--- src/design/ps2kse_pkg.sv ---
// Shared types, codes and byte-sequence tables for the PS/2 scancode engine.
package ps2kse_pkg;

  localparam int HeldSlots = 6;
  localparam int SlotW     = (HeldSlots > 1) ? $clog2(HeldSlots) : 1;

  localparam logic [1:0] CMD_PRESS       = 2'd0;
  localparam logic [1:0] CMD_RELEASE     = 2'd1;
  localparam logic [1:0] CMD_RELEASE_ALL = 2'd2;
  localparam logic [1:0] CMD_HOST        = 2'd3;

  localparam logic [7:0] PREFIX_SPECIAL = 8'hFF;
  localparam logic [7:0] SPECIAL_PRTSC  = 8'h01;
  localparam logic [7:0] SPECIAL_PAUSE  = 8'h02;

  localparam logic [7:0] BYTE_ACK   = 8'hFA;
  localparam logic [7:0] BYTE_BAT   = 8'hAA;
  localparam logic [7:0] BYTE_ID0   = 8'hAB;
  localparam logic [7:0] BYTE_ID1   = 8'h83;
  localparam logic [7:0] BYTE_BREAK = 8'hF0;
  localparam logic [7:0] BYTE_EXT0  = 8'hE0;
  localparam logic [7:0] BYTE_EXT1  = 8'hE1;
  localparam logic [7:0] BYTE_7C    = 8'h7C;
  localparam logic [7:0] BYTE_14    = 8'h14;
  localparam logic [7:0] BYTE_77    = 8'h77;
  localparam logic [7:0] BYTE_ECHO  = 8'hEE;
  localparam logic [7:0] BYTE_12    = 8'h12;

  localparam logic [7:0] HOST_RESET     = 8'hFF;
  localparam logic [7:0] HOST_RESEND    = 8'hFE;
  localparam logic [7:0] HOST_DEFAULTS  = 8'hF6;
  localparam logic [7:0] HOST_DISABLE   = 8'hF5;
  localparam logic [7:0] HOST_ENABLE    = 8'hF4;
  localparam logic [7:0] HOST_TYPEMATIC = 8'hF3;
  localparam logic [7:0] HOST_SCANSET   = 8'hF0;
  localparam logic [7:0] HOST_LEDS      = 8'hED;
  localparam logic [7:0] HOST_READ_ID   = 8'hF2;
  localparam logic [7:0] HOST_ECHO      = 8'hEE;

  typedef enum logic [3:0] {
    K_NONE,
    K_MAKE,
    K_MAKE_PFX,
    K_MAKE_PRTSC,
    K_MAKE_PAUSE,
    K_BRK,
    K_BRK_PFX,
    K_BRK_PRTSC,
    K_ACK,
    K_ACK_BAT,
    K_ID,
    K_ECHO
  } seq_kind_e;

  // Controller to datapath.
  typedef struct packed {
    logic latch;     // capture the input beat
    logic load;      // fetch the held key at the scan slot
    logic apply;     // update the table and pick the byte sequence
    logic step;      // produce the next byte of the sequence
    logic slot_dec;  // move the scan slot down
    logic flush;     // send the buffered byte as the final one
  } ps2kse_cmd_t;

  // Datapath to controller.
  typedef struct packed {
    logic len_zero;   // the sequence about to be chosen is empty
    logic step_last;  // current byte is the last of the sequence
    logic slot_zero;  // scan slot is at index 0
    logic is_all;     // item is a release-all
  } ps2kse_stat_t;

  function automatic seq_kind_e make_kind(input logic [15:0] key);
    if (key[15:8] != PREFIX_SPECIAL) begin
      return (key[15:8] != 8'h00) ? K_MAKE_PFX : K_MAKE;
    end else if (key[7:0] == SPECIAL_PRTSC) begin
      return K_MAKE_PRTSC;
    end else if (key[7:0] == SPECIAL_PAUSE) begin
      return K_MAKE_PAUSE;
    end
    return K_NONE;
  endfunction

  function automatic seq_kind_e break_kind(input logic [15:0] key);
    if (key[15:8] != PREFIX_SPECIAL) begin
      return (key[15:8] != 8'h00) ? K_BRK_PFX : K_BRK;
    end else if (key[7:0] == SPECIAL_PRTSC) begin
      return K_BRK_PRTSC;
    end
    return K_NONE;
  endfunction

  function automatic seq_kind_e host_kind(input logic [7:0] b);
    case (b)
      HOST_RESET: return K_ACK_BAT;
      HOST_RESEND, HOST_DEFAULTS, HOST_DISABLE, HOST_ENABLE,
      HOST_TYPEMATIC, HOST_SCANSET, HOST_LEDS: return K_ACK;
      HOST_READ_ID: return K_ID;
      HOST_ECHO: return K_ECHO;
      default: return K_NONE;
    endcase
  endfunction

  function automatic logic host_takes_param(input logic [7:0] b);
    return (b == HOST_TYPEMATIC) || (b == HOST_SCANSET) || (b == HOST_LEDS);
  endfunction

  function automatic logic [3:0] seq_len(input seq_kind_e k);
    unique case (k)
      K_NONE:       return 4'd0;
      K_MAKE:       return 4'd1;
      K_MAKE_PFX:   return 4'd2;
      K_MAKE_PRTSC: return 4'd4;
      K_MAKE_PAUSE: return 4'd8;
      K_BRK:        return 4'd2;
      K_BRK_PFX:    return 4'd3;
      K_BRK_PRTSC:  return 4'd6;
      K_ACK:        return 4'd1;
      K_ACK_BAT:    return 4'd2;
      K_ID:         return 4'd3;
      K_ECHO:       return 4'd1;
      default:      return 4'd0;
    endcase
  endfunction

  function automatic logic [7:0] seq_byte(input seq_kind_e k, input logic [2:0] idx,
                                          input logic [15:0] key);
    logic [7:0] b;
    b = 8'h00;
    case (k)
      K_MAKE:     b = key[7:0];
      K_MAKE_PFX: b = (idx == 3'd0) ? key[15:8] : key[7:0];
      K_MAKE_PRTSC: begin
        case (idx)
          3'd0, 3'd2: b = BYTE_EXT0;
          3'd1:       b = BYTE_12;
          default:    b = BYTE_7C;
        endcase
      end
      K_MAKE_PAUSE: begin
        case (idx)
          3'd0, 3'd3: b = BYTE_EXT1;
          3'd1, 3'd5: b = BYTE_14;
          3'd4, 3'd6: b = BYTE_BREAK;
          default:    b = BYTE_77;
        endcase
      end
      K_BRK: b = (idx == 3'd0) ? BYTE_BREAK : key[7:0];
      K_BRK_PFX: begin
        case (idx)
          3'd0:    b = key[15:8];
          3'd1:    b = BYTE_BREAK;
          default: b = key[7:0];
        endcase
      end
      K_BRK_PRTSC: begin
        case (idx)
          3'd0, 3'd3: b = BYTE_EXT0;
          3'd1, 3'd4: b = BYTE_BREAK;
          3'd2:       b = BYTE_7C;
          default:    b = BYTE_12;
        endcase
      end
      K_ACK:     b = BYTE_ACK;
      K_ACK_BAT: b = (idx == 3'd0) ? BYTE_ACK : BYTE_BAT;
      K_ID: begin
        case (idx)
          3'd0:    b = BYTE_ACK;
          3'd1:    b = BYTE_ID0;
          default: b = BYTE_ID1;
        endcase
      end
      K_ECHO:  b = BYTE_ECHO;
      default: b = 8'h00;
    endcase
    return b;
  endfunction

endpackage

--- src/design/ps2kse_datapath.sv ---
// Datapath: held-key table, parameter flag, sequence bytes and the output beat.
module ps2kse_datapath (
  input  logic                     clk_i,
  input  logic                     rst_ni,
  input  logic [1:0]               command_i,
  input  logic [15:0]              key_code_i,
  input  logic [7:0]               host_byte_i,
  input  ps2kse_pkg::ps2kse_cmd_t  cmd_i,
  output ps2kse_pkg::ps2kse_stat_t stat_o,
  output logic                     strobe_o,
  output logic [7:0]               tx_byte_o,
  output logic                     last_o
);
  import ps2kse_pkg::*;

  logic [1:0]       op_q;
  logic [15:0]      key_q;
  logic [7:0]       host_q;
  logic [15:0]      held_q [HeldSlots];
  logic             pend_q;
  seq_kind_e        kind_q;
  logic [2:0]       idx_q;
  logic [SlotW-1:0] slot_q;
  logic [7:0]       buf_q;
  logic             buf_vld_q;
  logic             strobe_q;
  logic [7:0]       tx_q;
  logic             last_q;

  logic             hit, free_ok, act_press, act_rel, key_nz;
  logic [SlotW-1:0] hit_idx, free_idx;
  seq_kind_e        new_kind;
  logic [7:0]       cur_byte;
  logic [3:0]       idx_next;

  // Lowest matching slot and lowest free slot.
  always_comb begin
    hit      = 1'b0;
    free_ok  = 1'b0;
    hit_idx  = '0;
    free_idx = '0;
    for (int i = HeldSlots - 1; i >= 0; i--) begin
      if (held_q[i] == key_q) begin
        hit     = 1'b1;
        hit_idx = SlotW'(i);
      end
      if (held_q[i] == 16'h0000) begin
        free_ok  = 1'b1;
        free_idx = SlotW'(i);
      end
    end
  end

  assign key_nz    = (key_q != 16'h0000);
  assign act_press = (op_q == CMD_PRESS) && key_nz && !hit && free_ok;
  assign act_rel   = ((op_q == CMD_RELEASE) || (op_q == CMD_RELEASE_ALL)) && key_nz && hit;

  always_comb begin
    new_kind = K_NONE;
    unique case (op_q)
      CMD_PRESS:                    new_kind = act_press ? make_kind(key_q) : K_NONE;
      CMD_RELEASE, CMD_RELEASE_ALL: new_kind = act_rel ? break_kind(key_q) : K_NONE;
      CMD_HOST:                     new_kind = pend_q ? K_ACK : host_kind(host_q);
      default:                      new_kind = K_NONE;
    endcase
  end

  assign cur_byte = seq_byte(kind_q, idx_q, key_q);
  assign idx_next = {1'b0, idx_q} + 4'd1;

  assign stat_o.len_zero  = (seq_len(new_kind) == 4'd0);
  assign stat_o.step_last = (idx_next == seq_len(kind_q));
  assign stat_o.slot_zero = (slot_q == '0);
  assign stat_o.is_all    = (op_q == CMD_RELEASE_ALL);

  always_ff @(posedge clk_i or negedge rst_ni) begin
    if (!rst_ni) begin
      for (int i = 0; i < HeldSlots; i++) begin
        held_q[i] <= 16'h0000;
      end
      pend_q    <= 1'b0;
      buf_vld_q <= 1'b0;
      strobe_q  <= 1'b0;
    end else begin
      strobe_q <= 1'b0;
      if (cmd_i.latch) begin
        buf_vld_q <= 1'b0;
      end
      if (cmd_i.apply) begin
        if (act_press) begin
          held_q[free_idx] <= key_q;
        end
        if (act_rel) begin
          held_q[hit_idx] <= 16'h0000;
        end
        if (op_q == CMD_HOST) begin
          pend_q <= pend_q ? 1'b0 : host_takes_param(host_q);
        end
      end
      if (cmd_i.step) begin
        // Hold each byte back by one so the final one can carry last.
        strobe_q  <= buf_vld_q;
        buf_vld_q <= 1'b1;
      end
      if (cmd_i.flush) begin
        strobe_q  <= buf_vld_q;
        buf_vld_q <= 1'b0;
      end
    end
  end

  always_ff @(posedge clk_i) begin
    if (cmd_i.latch) begin
      op_q   <= command_i;
      key_q  <= key_code_i;
      host_q <= host_byte_i;
      slot_q <= SlotW'(HeldSlots - 1);
    end
    if (cmd_i.load) begin
      key_q <= held_q[slot_q];
    end
    if (cmd_i.slot_dec) begin
      slot_q <= slot_q - SlotW'(1);
    end
    if (cmd_i.apply) begin
      kind_q <= new_kind;
      idx_q  <= 3'd0;
    end
    if (cmd_i.step) begin
      idx_q  <= idx_q + 3'd1;
      buf_q  <= cur_byte;
      tx_q   <= buf_q;
      last_q <= 1'b0;
    end
    if (cmd_i.flush) begin
      tx_q   <= buf_q;
      last_q <= 1'b1;
    end
  end

  assign strobe_o  = strobe_q;
  assign tx_byte_o = tx_q;
  assign last_o    = last_q;

endmodule

--- src/design/ps2kse_ctrl.sv ---
// Controller: sequences table update, byte emission and the release-all scan.
module ps2kse_ctrl (
  input  logic                     clk_i,
  input  logic                     rst_ni,
  input  logic                     start,
  input  logic [1:0]               command_i,
  input  ps2kse_pkg::ps2kse_stat_t stat_i,
  output ps2kse_pkg::ps2kse_cmd_t  cmd_o,
  output logic                     busy
);
  import ps2kse_pkg::*;

  localparam logic [2:0] ST_IDLE  = 3'd0;
  localparam logic [2:0] ST_SCAN  = 3'd1;
  localparam logic [2:0] ST_APPLY = 3'd2;
  localparam logic [2:0] ST_EMIT  = 3'd3;
  localparam logic [2:0] ST_FLUSH = 3'd4;

  logic [2:0] state_q, state_d;
  logic [2:0] after_key;

  // Where to go once one key's sequence is done.
  assign after_key = (stat_i.is_all && !stat_i.slot_zero) ? ST_SCAN : ST_FLUSH;

  always_comb begin
    state_d = state_q;
    cmd_o   = '0;
    unique case (state_q)
      ST_IDLE: begin
        if (start) begin
          cmd_o.latch = 1'b1;
          state_d     = (command_i == CMD_RELEASE_ALL) ? ST_SCAN : ST_APPLY;
        end
      end
      ST_SCAN: begin
        cmd_o.load = 1'b1;
        state_d    = ST_APPLY;
      end
      ST_APPLY: begin
        cmd_o.apply = 1'b1;
        if (stat_i.len_zero) begin
          state_d = after_key;
          cmd_o.slot_dec = (after_key == ST_SCAN);
        end else begin
          state_d = ST_EMIT;
        end
      end
      ST_EMIT: begin
        cmd_o.step = 1'b1;
        if (stat_i.step_last) begin
          state_d = after_key;
          cmd_o.slot_dec = (after_key == ST_SCAN);
        end
      end
      ST_FLUSH: begin
        cmd_o.flush = 1'b1;
        state_d     = ST_IDLE;
      end
      default: state_d = ST_IDLE;
    endcase
  end

  always_ff @(posedge clk_i or negedge rst_ni) begin
    if (!rst_ni) begin
      state_q <= ST_IDLE;
    end else begin
      state_q <= state_d;
    end
  end

  assign busy = (state_q != ST_IDLE);

endmodule

--- src/design/ps2_keyboard_scancode_engine_unit.sv ---
// Top level of the PS/2 keyboard scancode engine: controller plus datapath.
//
//  channel   direction  handshake                 payload
//  ------------------------------------------------------------------------------
//  event     in         start high, busy low      command_i, key_code_i, host_byte_i
//  reply     out        strobe_o for one cycle    tx_byte_o, last_o
//
// Work: a key press, key release or host byte sends a sequence of n bytes (up to 8);
// release-all sends a break sequence for each held key, the slots being visited
// one by one from the top down. The byte sequencer produces one byte a cycle.
// Reset: rst_ni clears the held-key table, the parameter flag and the state.
// Stalls: none on the output side; each reply beat is shown for one cycle.
// Each byte is held back in a buffer register so the final beat of an item carries last_o.
module ps2_keyboard_scancode_engine_unit (
  input  logic        clk_i,
  input  logic        rst_ni,
  input  logic        start,
  output logic        busy,
  input  logic [1:0]  command_i,
  input  logic [15:0] key_code_i,
  input  logic [7:0]  host_byte_i,
  output logic        strobe_o,
  output logic [7:0]  tx_byte_o,
  output logic        last_o
);
  import ps2kse_pkg::*;

  ps2kse_cmd_t  cmd;
  ps2kse_stat_t stat;

  // Sequence the work of one event beat.
  ps2kse_ctrl u_ctrl (
    .clk_i     (clk_i),
    .rst_ni    (rst_ni),
    .start     (start),
    .command_i (command_i),
    .stat_i    (stat),
    .cmd_o     (cmd),
    .busy      (busy)
  );

  // Hold the key table and drive the reply beats.
  ps2kse_datapath u_datapath (
    .clk_i       (clk_i),
    .rst_ni      (rst_ni),
    .command_i   (command_i),
    .key_code_i  (key_code_i),
    .host_byte_i (host_byte_i),
    .cmd_i       (cmd),
    .stat_o      (stat),
    .strobe_o    (strobe_o),
    .tx_byte_o   (tx_byte_o),
    .last_o      (last_o)
  );

endmodule
--- config.mk ---
export PLATFORM = sky130hd
export DESIGN_NAME = ps2_keyboard_scancode_engine_unit
export DESIGN_NICKNAME = d
export VERILOG_FILES = /design/src/design/ps2kse_pkg.sv /design/src/design/ps2kse_datapath.sv /design/src/design/ps2kse_ctrl.sv /design/src/design/ps2_keyboard_scancode_engine_unit.sv
export SDC_FILE = /design/constraint.sdc
export NUM_CORES = 1
export LEC_CHECK = 0
export BUFFER_PORTS_ARGS = -buffer_cell sky130_fd_sc_hd__buf_4
export CORE_MARGIN = 2
export CORE_UTILIZATION = 35
export DETAILED_ROUTE_END_ITERATION = 8
export PLACE_DENSITY = 0.53
export SLEW_MARGIN = 20
export SYNTH_ARGS = -nofsm -noshare
export SYNTH_HDL_FRONTEND = slang
export SYNTH_HIERARCHICAL = 1
export SYNTH_SLANG_ARGS = --single-unit
export TNS_END_PERCENT = 50
--- constraint.sdc ---
create_clock -name clk_i -period 6.6 [get_ports clk_i]
set_input_delay 1.65 -clock clk_i [delete_from_list [all_inputs] [get_ports clk_i]]
set_output_delay 1.65 -clock clk_i [all_outputs]
set_load 0.05 [all_outputs]
Word level (Yosys, flattened, before mapping) --
Memories as Yosys holds them, arrays and structs flattened. A register that Yosys moved wholly into a read port is not among the register bits. Cells that the tools add are included.
Word-level totals: memory bits (read-only) 128, bits in registers 155, memory bits (writable) 0, input port bits 29, output and inout port bits 11, word-level logic and storage cells 218, latch bits 0, memories kept 2
Cells by class: multiply operators 0, shift-type cells 0, divide/modulo/power cells 0, bitwise gates (word level) 5, reduce and logical (&&, ||, !) cells 41, add/subtract/negate cells 3, $lt $le $gt $ge 5, mux-type cells 95, equal/unequal tests 48
Memories:
- (no name shown) | depth 16, bits a word 4, rd ports 1, clocked after memory_dff 1, write ports 0, RTL line ps2kse_pkg.sv:109 | unique case (k)
- (no name shown) | depth 16, bits a word 4, rd ports 1, clocked after memory_dff 0, write ports 0, RTL line ps2kse_pkg.sv:109
Operator list (number):
- two-way mux 96 bit | 3
- bitwise AND 96 bit | 1
- bitwise mux 96 bit | 1
- demux 16 bit (select 3 bit) | 2
- == test 16 bit | 6
- zero test 16 bit | 6
- two-way mux 16 bit | 6
- inverter 96 bit | 1
- case mux 8 bit (11 select lines) | 1
- == test 8 bit (second input constant) | 10
- two-way mux 3 bit | 20
- binary-select mux 16 bit (select 3 bit) | 1
- case mux 8 bit (3 select lines) | 2
- two-way mux 4 bit | 11
- two-way mux 1 bit | 33
- two-way mux 8 bit | 4
- case mux 8 bit (2 select lines) | 2
- == test 4 x 3 -> 1 bit (second input constant) | 4
- == test 4 bit (second input constant) | 4
- case mux 4 bit (4 select lines) | 1
- nonzero test 16 bit | 1
- case mux 7 bit (2 select lines) | 1
- == test 3 x 2 -> 1 bit (second input constant) | 4
- == test 3 bit (second input constant) | 4
- 33 further kinds | 68

Logic depth before layout (Yosys ltp) --
word-level depth 17, depth in mapped cells 17, gate-level depth less buffers 15

By module --
Netlist, hierarchy kept.
By module, submodules not included:
- ps2kse_datapath | times used 1, seq. area each 4139.0 um^2, area each 9519.1 um^2, cells an instance 862
- ps2kse_ctrl | times used 1, seq. area each 75.1 um^2, area each 240.2 um^2, cells an instance 28

Worst setup path before layout --
OpenSTA, ideal clock, no wires.
path type register -> register, from register u_datapath.key_q[2], to register u_datapath.slot_q[0], enable pin, path slack 2.824 ns, arrival 3.480 ns, clock period less this slack 3.776 ns, stages on the path, launching flop included 18, required time 6.304 ns, setup time 0.296 ns, buffers on the path 2, cells stage by stage edfxtp_1 buf_6 buf_8 xor2_1 nor4_2 nand4_1 nand3_1 nor2_1 mux2_2 a21oi_1 inv_1 ha_1 a311oi_1 a21oi_1 o41ai_1 mux2i_1 nor3_1 or2_2
RTL lines:
- start, declared | RTL line ps2kse_datapath.sv:17 | logic [15:0] key_q;
- start signal, assigned | RTL line ps2kse_datapath.sv:115 | key_q <= key_code_i;
- start signal, assigned | RTL line ps2kse_datapath.sv:120 | key_q <= held_q[slot_q];
- end signal, assigned | RTL line ps2kse_datapath.sv:117 | slot_q <= SlotW'(HeldSlots - 1);
- end signal, assigned | RTL line ps2kse_datapath.sv:123 | slot_q <= slot_q - SlotW'(1);
- end, declared | RTL line ps2kse_datapath.sv:23 | logic [SlotW-1:0] slot_q;

==> impl_metrics.py <==
metrics = {
    "die": {
        "die_width_um": 171.0,
        "num_io_pins": 40,
        "rows": 61,
        "start_util_pct": 35.32,
        "die_area_sq_um": 29240,
        "die_h_um": 171.0,
        "coreArea_sq_um": 27630,
    },
    "sta": {
        "period_needed_ps": 4960,
        "fin_skew_ps": 14.52,
        "timing.hold.ws_ps": 422.3,
        "worst_pin_slew_ps": 994.9,
        "setup_viol": 0,
        "hold_viol": 0,
        "slew_headroom_pct": 33.67,
        "rsz0062_at_grt": "no",
        "period_share_pct": 75.15,
        "final.setup.tns_ps": 0,
        "fmaxAchievable_ghz": 0.2016,
        "finalMaxSlewViolations": 0,
    },
    "cts": {
        "cts_sinks": 159,
        "cts_resized": 0,
        "hold_buffers": 0,
        "cts_tree": "built",
        "cts_root_buf": "clkbuf_16",
        "htreeDepth": 4,
        "clk_pin_slew_ps": 70,
        "cts_made_buffers": 17,
        "max-clock-path-buffers": 2,
        "postCtsSetupBuffers": 0,
        "clk_latency_ps": 440,
    },
    "worst_setup_path": {
        "end_kind": "flop",
        "crit_path_frequent_cell": "mux2i_1",
        "path_buf_inv": 1,
        "reg2reg_from": "u_datapath/key_q[13]",
        "path_delay_family": "simple AND/OR/NAND/NOR gates",
        "path_cells": "xor2_1 > nor4_1 > nand4_1 > nand3_1 > nor2_1 > mux2_2 > a21oi_1 > inv_1 > ha_1 > a311oi_1 > mux2i_1 > o41ai_1 > mux2i_1 > nor3_1 > or2_2",
        "required_ps": 6750,
        "arrival_ps": 5110,
        "cp_slowest_cell": "edfxtp_1",
        "crit_type": "reg2reg",
        "cp_max_fo": 16,
        "critPathMaxStageDelay_ps": 930,
        "cp-start-kind": "flop",
        "crit_start": "u_datapath/key_q[13]",
    },
    "layout": {
        "regArea_sq_um": 4214,
        "nNetsFinal": 937,
        "area_delta_synth_final_pct": 9.910,
        "nFillCells": 2727,
        "multi_input_area_sq_um": 5022,
        "drive_gt1_share_pct": 16.70,
        "n_antenna_cell": 0,
    },
    "yosys": {
        "synth_most_common_cell": "dfrtp_1",
        "netlist.area_leader.share_pct": 26.15,
        "ys_async_sr_fraction_pct": 64.15,
        "synthTopCellsByArea": "dfrtp_1 (26%), edfxtp_1 (16%), xor2_1 (8.7%)",
        "synth_fp_nets": 942,
        "synth_area_sq_um": 9759,
        "yosys_warnings": 6,
        "avgSynthCellArea_sq_um": 10.97,
        "ys_types": 77,
        "yosysTopAreaCell": "dfrtp_1",
        "synthFlopType": "dfrtp_1",
        "synth-edff-count": 52,
        "ys_ff_latch": 159,
        "netlist_top_cells_count": "dfrtp_1 (102), xor2_1 (97), a22o_1 (96)",
        "yosysSeqAreaShare_pct": 43.18,
        "synthCells": 890,
    },
    "placed_design": {
        "hpwl_um": 20160,
        "routabilityCongestion": 0.9158,
        "io_buffer_count": 39,
    },
    "global_route": {
        "grt-ovfl-total": 0,
        "grt_pass1_vias": 7308,
        "grt_max_degree": 71,
        "grt_pass1_wl_um": 45200,
        "antenna_found_initial": 0,
        "track_usage_pct": 20.52,
    },
    "power": {
        "p_per_area_nw_per_um2": 455.6,
        "clockPowerShare_pct": 20.2,
        "pwr-share-seq_pct": 42.0,
        "internal_power_mw": 2.741,
        "combPwrFrac_pct": 37.8,
        "power_leakage_nw": 4.494,
        "vdd_drop_max_mv": 0.2803,
        "swShare_pct": 43.90,
        "switching_power_mw": 2.145,
    },
    "status": {
        "status": "finished clean",
    },
    "routing": {
        "firstDrtPassIters": 5,
        "wire_per_inst_um": 22.75,
        "drtIter0Drc": 623,
        "drc": 0,
        "wirelength_um": 29030,
        "vias": 7396,
        "antenna_left": 0,
        "vias_per_cell": 5.796,
    },
    "worst_hold_path": {
        "hold_class": "reg2reg",
        "holdCritStartpoint": "u_datapath/buf_q[5]",
    },
    "run": {
        "maxCapViolations": 0,
    },
}
[placed cells by master, fill, tap and decap left out, types with 18 or more instances in the layout]
cell | netlist | routed
nor2_1 | 55 | 54
nand2_1 | 34 | 34
a21oi_1 | 41 | 41
ha_1 | 23 | 23
dfrtp_1 | 102 | 102
mux2_2 | 19 | 19
a22oi_1 | 18 | 18
buf_4 | 14 | 45
inv_1 | 20 | 20
o21ai_0 | 19 | 19
a22o_1 | 96 | 96
edfxtp_1 | 52 | 52
nor4_1 | 52 | 52
xor2_1 | 97 | 97
[worst register-to-register path, stage by stage, from the launching register on]
cell,delay (ps)
edfxtp_1,930
xor2_1,160
nor4_1,500
nand4_1,310
nand3_1,270
nor2_1,110
mux2_2,280
a21oi_1,230
inv_1,140
ha_1,210
a311oi_1,290
mux2i_1,140
o41ai_1,490
mux2i_1,140
nor3_1,290
or2_2,210
[power by group through the flow]
| stage | Clock [mW] | Combinational [mW] | Sequential (mW) |
|---|---|---|---|
| 2_1_floorplan | 0 | 1.61 | 1.70 |
| 3_3_place_gp | 0 | 1.82 | 2.05 |
| 3_5_place_dp | 0 | 1.83 | 2.05 |
| 4_1_cts | 1.01 | 1.84 | 2.04 |
| 5_1_grt | 1.05 | 2.02 | 2.10 |
| 6_report | 0.985 | 1.85 | 2.05 |
[through the flow]
| stage | setup slack [ps] | std cells | area (sq um) | total power, mW | utilization [%] |
|---|---|---|---|---|---|
| after floorplan | 2824 | 890 | 9759 | 3.310 | - |
| after detailed placement | 1699 | 1244 | 10120 | 3.875 | 36.64 |
| final | 1640 | 1276 | 10730 | 4.887 | 38.82 |
| after CTS | 1676 | 1276 | 10720 | 4.879 | 38.80 |
| after global placement | 1842 | 1244 | 10120 | 3.871 | 36.62 |
| after global routing | 1228 | 1276 | 10730 | 5.166 | 38.82 |
[cells by family after synthesis]
group | Yosys count | synth area share, %
flip-flops | 159 | 43.18
multiplexers | 40 | 6.398
adder cells (fa/ha/maj) | 23 | 2.949
AO/OA/AOI/OAI | 228 | 17.74
XOR/XNOR | 102 | 9.154
buffers and inverters | 91 | 5.654
AND/OR/NAND/NOR | 247 | 14.92
[registers in the layout, summed over array words and instances, names as in the netlist, named ones only]
signal / count
u_datapath/held_q: 96
u_datapath/kind_q: 4
u_datapath/host_q: 8
u_datapath/key_q: 16
u_datapath/buf_vld_q: 1
u_datapath/op_q: 2
u_ctrl/state_q: 3
u_datapath/last_o: 1
u_datapath/pend_q: 1
u_datapath/strobe_o: 1
u_datapath/idx_q: 3
u_datapath/tx_byte_o: 8
u_datapath/buf_q: 8
u_datapath/slot_q: 3
[final timing paths]
check / cells after the start / endpoint / slack, ps
min in group asynchronous: 1 / u_datapath/held_q[22] / 1360
hold / removal: 0 / u_datapath/tx_byte_o[5] / 420
hold reg to reg: 0 / u_datapath/tx_byte_o[5] / 420
max in group asynchronous: 2 / u_datapath/held_q[63] / 4190
setup / recovery: 15 / u_datapath/slot_q[1] / 1640
setup reg to reg: 15 / u_datapath/slot_q[1] / 1640
[cell type report]
class	instances	area share, %
Clock buffer	17	3.966
Clock inverter	15	1.598
Inverter	22	0.7699
Multi-Input combinational cell	640	46.82
Sequential cell	159	39.29
Tap cell	378	4.409
Timing Repair Buffer	45	3.149
[layer usage]
metal	share of wire [%]	global-route usage [%]	vias to the layer above
li1	-	-	3354
met1	48	30.69	3754
met2	45	30.89	263
met3	5.9	3.169	25
met4	1.4	5.195	0
met5	0	0	-
Power figures use the tool's default switching activity.
